$ cat src/hw/rtl/fbde_pkg.sv
`timescale 1ns / 1ps

package fbde_pkg;

	// screen geometry and store layout
	localparam int SCREEN_WIDTH  = 640;
	localparam int SCREEN_HEIGHT = 480;
	localparam int COLOUR_BITS   = 8;
	localparam int PIXELS        = SCREEN_WIDTH * SCREEN_HEIGHT;
	localparam int ADDR_W        = (PIXELS > 1) ? $clog2(PIXELS) : 1;

	// fixed field widths of the channels
	localparam int CMD_W = 3;
	localparam int X_W   = 10;
	localparam int Y_W   = 9;
	localparam int COL_W = 8;

	// command codes
	localparam logic [CMD_W-1:0] CMD_SET_BG = 3'd1;
	localparam logic [CMD_W-1:0] CMD_HLINE  = 3'd2;
	localparam logic [CMD_W-1:0] CMD_VLINE  = 3'd3;
	localparam logic [CMD_W-1:0] CMD_RECT   = 3'd4;
	localparam logic [CMD_W-1:0] CMD_READ   = 3'd5;

	typedef logic [COLOUR_BITS-1:0] pix_t;

	// controller to datapath commands
	typedef struct packed {
		logic load;
		logic setup;
		logic clear_step;
		logic fill_step;
		logic scan_step;
		logic read_capture;
		logic res_load;
	} ctl_t;

	// datapath to controller status
	typedef struct packed {
		logic [CMD_W-1:0] cmd;
		logic             empty;
		logic             same_bg;
		logic             read_ok;
		logic             clear_last;
		logic             fill_last;
		logic             scan_last;
		logic             out_free;
	} sts_t;

endpackage

$ cat src/hw/rtl/fbde_ctrl.sv
`timescale 1ns / 1ps

module fbde_ctrl (
	input  logic          clk,
	input  logic          arst_n,
	input  logic          in_valid,
	output logic          in_ready,
	output fbde_pkg::ctl_t ctl,
	input  fbde_pkg::sts_t sts
);
	import fbde_pkg::*;

	localparam logic [3:0] ST_CLEAR = 4'd0;
	localparam logic [3:0] ST_IDLE  = 4'd1;
	localparam logic [3:0] ST_SETUP = 4'd2;
	localparam logic [3:0] ST_FILL  = 4'd3;
	localparam logic [3:0] ST_SCAN  = 4'd4;
	localparam logic [3:0] ST_DRAIN = 4'd5;
	localparam logic [3:0] ST_RADDR = 4'd6;
	localparam logic [3:0] ST_RDATA = 4'd7;
	localparam logic [3:0] ST_DONE  = 4'd8;

	logic [3:0] state_q;
	logic [3:0] state_d;

	// state register, reset starts the store clearing pass
	always_ff @(posedge clk or negedge arst_n) begin
		if (!arst_n) begin
			state_q <= ST_CLEAR;
		end else begin
			state_q <= state_d;
		end
	end

	// next state and datapath commands
	always_comb begin
		state_d  = state_q;
		ctl      = '0;
		in_ready = 1'b0;
		case (state_q)
			ST_CLEAR: begin
				ctl.clear_step = 1'b1;
				if (sts.clear_last) begin
					state_d = ST_IDLE;
				end
			end
			ST_IDLE: begin
				in_ready = 1'b1;
				if (in_valid) begin
					ctl.load = 1'b1;
					state_d  = ST_SETUP;
				end
			end
			ST_SETUP: begin
				ctl.setup = 1'b1;
				case (sts.cmd)
					CMD_SET_BG: begin
						state_d = sts.same_bg ? ST_DONE : ST_SCAN;
					end
					CMD_HLINE, CMD_VLINE, CMD_RECT: begin
						state_d = sts.empty ? ST_DONE : ST_FILL;
					end
					CMD_READ: begin
						state_d = sts.read_ok ? ST_RADDR : ST_DONE;
					end
					default: begin
						state_d = ST_DONE;
					end
				endcase
			end
			ST_FILL: begin
				ctl.fill_step = 1'b1;
				if (sts.fill_last) begin
					state_d = ST_DONE;
				end
			end
			ST_SCAN: begin
				ctl.scan_step = 1'b1;
				if (sts.scan_last) begin
					state_d = ST_DRAIN;
				end
			end
			ST_DRAIN: begin
				state_d = ST_DONE;
			end
			ST_RADDR: begin
				state_d = ST_RDATA;
			end
			ST_RDATA: begin
				ctl.read_capture = 1'b1;
				state_d          = ST_DONE;
			end
			ST_DONE: begin
				if (sts.out_free) begin
					ctl.res_load = 1'b1;
					state_d      = ST_IDLE;
				end
			end
			default: begin
				state_d = ST_IDLE;
			end
		endcase
	end

endmodule

$ cat config.mk
export PLATFORM = sky130hd
export DESIGN_NAME = fbde_ctrl
export DESIGN_NICKNAME = d
export VERILOG_FILES = /design/src/hw/rtl/fbde_pkg.sv /design/src/hw/rtl/fbde_ctrl.sv
export SDC_FILE = /design/constraint.sdc
export NUM_CORES = 1
export LEC_CHECK = 0
export ABC_CLOCK_PERIOD_IN_PS = 1580
export BUFFER_PORTS_ARGS = -buffer_cell sky130_fd_sc_hd__buf_2
export CORE_AREA = 2 2 39 41
export CTS_CLUSTER_DIAMETER = 50
export DETAILED_ROUTE_END_ITERATION = 7
export DIE_AREA = 0 0 41 43
export HOLD_SLACK_MARGIN = 0.02
export MAX_ROUTING_LAYER = met4
export PLACE_DENSITY = 0.6
export SYNTH_ARGS = -nofsm -noshare
export SYNTH_HDL_FRONTEND = slang
export SYNTH_SLANG_ARGS = --single-unit
$ cat constraint.sdc
create_clock -name clk -period 1.58 [get_ports clk]
set_clock_uncertainty 0.2 [all_clocks]
set_input_delay 0.237 -clock clk [delete_from_list [all_inputs] [get_ports clk]]
set_output_delay 0.237 -clock clk [all_outputs]
set_load 0.005 [all_outputs]
# Word level (Yosys, flattened, before mapping)
# Cells that the tools add are included.
# classes
n_addsub	0
mul	0
div_mod_pow	0
magnitude_cmp	0
n_eq_ne	18
shift	0
n_mux	20
bitwise	0
n_reduce_logical	4
# op_table
operator	n
$mux 4	8
$pmux 4 s8	1
$eq 4x3->1 const B	4
$pmux 4 s3	1
$mux 1	10
$ne 2x2->1 const B	5
$eq 4x2->1 const B	2
$eq 3x2->1 const B	2
$eq 3x3->1 const B	2
$reduce_and 5->1	1
$eq 4x1->1 const B	1
$eq 4x4->1 const B	1
$logic_not 4->1	1
$eq 3x1->1 const B	1
$reduce_or 3->1	1
$reduce_or 2->1	1
# word_totals
register_bits	4
latch_bits	0
mem_bits_rw	0
rom_bits	0
in_bits	13
output_inout_bits	8
word_cells	43
n_memories	0

# Depth between registers and ports, before layout
# depth
word_depth	4
ltp_mapped	5
ltp_nobuf	4

# Worst setup path after synthesis
# No wires, ideal clock.
# synth_path
kind	register to output
from	register state_q[2]
to	output port ctl[0] (netlist name)
arrival_time_ns	0.920
required_time_ns	1.143
path_slack_ns	0.223
stages_incl_launch_ff	5
path_buffers	1
cell_sequence	dfrtp_1 > buf_4 > inv_1 > and3_1 > and2_1
# synth_rtl
item	line_no	rtl
start: declaration	fbde_ctrl.sv:23	logic [3:0] state_q;
start signal: assignment	fbde_ctrl.sv:31	state_q <= state_d;
end: declaration	fbde_ctrl.sv:8	output fbde_pkg::ctl_t ctl,

==> summary.md <==
| Metric | Value |
|---|---|
| Outcome | `complete, but fails checks` |
| Failing checks | `negative setup slack` |
| Initial Util | `approximately a third` |
| Post-synth ARST share | `100%` |
| Cells after Synth | `60` |
| Count of state elements after synthesis | `4` |
| Fillers | `124` |
| Worst-case reg-to-reg path depth | `5` |
| Hold WC Path Type | `in2async` |
| Slowest stage cell, crit path | `dfrtp_2` |
| Final wirelength | `roughly 1500 um` |
| H-Tree Depth | `1` |
| Critical Path Fanout Max | `5` |
| Number of inserted diodes | `0` |
| Syn nets | `73` |
| First-pass GRT wire length | `2010 um` |
| Gr usage total | `roughly 18%` |
| Total CTS buffers | `3` |
| Most flops, register | `state_q` |
| Drt first-iter violations | `17` |
| Worst R2R Start | `state_q[0]$_DFFE_PN0P_` |
| GPL Wtd Cong | `~0.77` |
| Final net count | `114` |
| Die width | `approximately 41 um` |
| Syn Area/Cell | `7.51 um2` |
| Cell with the most instances after synthesis | `nor2_1` |
| Seq/Total Area, Yosys | `22.2%` |
| Core area | `1380 um2` |
| PortBufs | `20` |
| Post-DP HPWL | `roughly 860 um` |
| Cell family with most CP delay | `flip-flops` |
| R2R setup slack | `-0.02 ns` |
| Crit path buffers/inverters | `1` |
| Final setup vio count | `9` |
| Crit path time final | `~1.7 ns` |
| # IOs | `21` |
| Synth area leader | `dfrtp_1` |
| DP Worst Slack | `just under 0.07 ns` |
| Worst Setup End Kind | `output port` |
| Ranking of synthesized cells by area | `dfrtp_1, nor2_1, a31oi_1` |
| Number of global-route vias before repair | `a little over 500` |
| Worst-margin pin slew | `around 0.33 ns` |
| Top FF cell, synth | `dfrtp_1` |
| Root Buffer | `clkbuf_4` |
| Peak VDD IR | `between 0.5 and 0.6 mV` |
| Count of final hold-check violations | `0` |
| Pre-antenna DRT Iters | `4` |
| Fin worst setup slack | `-0.0772 ns` |
| Max reg flops | `4` |
| RSZ-0062 raised after global routing | `true` |
| Vias | `around 600` |
| Initial antenna violation count | `0` |
| Antenna Nets Post-Route | `0` |
| Clk_lat worst skew | `approximately 0.24 ns` |
| CTS tree | `done` |
| Avg WL per Cell | `13.4 um` |
| CP peak stage delay | `about 0.44 ns` |
| Crit start category | `flip-flop` |
| Tcrit/Tclk final | `105%` |
| Synthesized area | `approximately 450 um2` |
| Lkg Pwr | `slightly below 0.4 nW` |
| EDFF count, synth | `0` |
| Commonest cells in the netlist | `nor2_1, nand2_1` |
| Worst Setup SP | `state_q[1]$_DFFE_PN0P_` |
| Largest registers | `state_q: 4 flops` |
| Critical path, cell by cell | `nor2_2, and3_1, and2_1, buf_2` |
| P per Cell Area | `between 1000 and 1500 nW/um2` |
| Pin count of the biggest net entering global routing | `10` |
| Worst Setup EP | `ctl[0]` |
| Ys Warns | `0` |
| Die Ht | `around 43 um` |
| Vias per cell | `between 5 and 6` |
| Data arrival, critical path | `between 1 and 1.5 ns` |
| Critical R2R Capture | `state_q[3]$_DFFE_PN0P_` |
| Clock Tree Buf Depth | `2` |
| Die ar. | `1760 um2` |
| Synth top area share | `between 20% and 30%` |
| Sink Count | `4` |
| Critical path type | `reg2out` |
| Clock transition at the registers of the reported paths | `roughly 0.04 ns` |
| Fmax | `approximately 600 MHz` |
| Grt ovf | `0` |
| Max cap viols | `0` |
| P&R area growth vs syn | `79.4%` |
| Post-layout util | `about three fifths` |
| Stages on worst setup path | `4` |
| # rows | `14` |
| Share of cells above drive strength 1 | `about 60%` |
| DRC Markers | `0` |
| Final Slew Violations | `0` |
| Yosys cell types | `25` |
| Critical Path RT | `between 1 and 1.5 ns` |
| Slew HR | `between 70% and 80%` |
layout by cell type, fill, tap and decap left out, drive strengths merged:
cell type    netlist  layout
a21o               1       1
a21oi              2       2
a311oi             1       1
a31o               1       1
a31oi              4       4
a32oi              2       2
and2               2       2
and3               4       4
buf                4      39
clkbuf             0       3
dfrtp              4       4
dlygate4sd3        0       1
inv                4       4
mux2i              1       1
nand2              5       5
nand2b             3       3
nor2               9       9
nor2b              2       2
nor3               2       2
nor3b              3       3
nor4               1       1
nor4b              3       3
o211ai             1       1
o41ai              1       1
power by group:
| part | switching [mW] | internal (mW) |
|---|---|---|
| Sequential | 0.0784 | 0.147 |
| Clock | 0.0447 | 0.0851 |
| Combinational | 0.342 | 0.489 |
layout make-up:
cell class / instances / area [um2] / share of cell area, %
clock buffer: 3 / 22.5 / 2.79
inverter: 4 / 15.0 / 1.86
multi-input combinational: 48 / 364 / 45.0
sequential: 4 / 105 / 13.0
tap: 16 / 20.0 / 2.48
timing repair buffer: 40 / 282 / 34.8
routing by layer:
metal	GRT usage, %	wire length [um]	vias to the layer above
met5	-	0	-
met4	12.0	19	0
met3	5.24	89	2
met2	25.0	791	26
met1	20.5	641	277
li1	-	-	297
per-stage QoR:
stage               std cells  hold slack (ns)  setup TNS, ns  power [mW]  area, um2
floorplan                  60           -0.259              0       0.509        450
global placement           97           -0.155              0       0.700        586
detailed placement         97           -0.152              0       0.691        586
CTS                       112            0.104         -0.240       0.981        721
global route              115            0.120         -0.997        1.28        808
finish                    115            0.129         -0.322        1.19        808
cells by family after synthesis:
logic type             synth area share [%]
and+or+nand+nor                        45.0
AOI/OAI and AO/OA                      22.2
buffers and inverters                  8.33
DFF                                    22.2
muxes                                  2.22
worst min path at each step:
| stage | start | cells after the start | endpoint | slack [ns] |
|---|---|---|---|---|
| after floorplan | arst_n | 0 | state_q[0]$_DFFE_PN0P_ | -0.26 |
| after global placement | arst_n | 1 | state_q[0]$_DFFE_PN0P_ | -0.15 |
| after detailed placement | arst_n | 1 | state_q[0]$_DFFE_PN0P_ | -0.15 |
| after CTS | sts[0] | 4 | state_q[3]$_DFFE_PN0P_ | 0.10 |
| after global routing | arst_n | 2 | state_q[2]$_DFFE_PN0P_ | 0.12 |
| final | arst_n | 2 | state_q[2]$_DFFE_PN0P_ | 0.13 |
repair_timing:
item / in CTS / in global routing
hold buffers: 1 / 0
hold endpoints to repair: 4 / 0
setup endpoints to repair: 8 / 11
pin swaps: 4 / 2
buffers inserted: 11 / 3
gates resized for setup: 8 / 15
No activity file was read; power rests on OpenSTA's default activity.
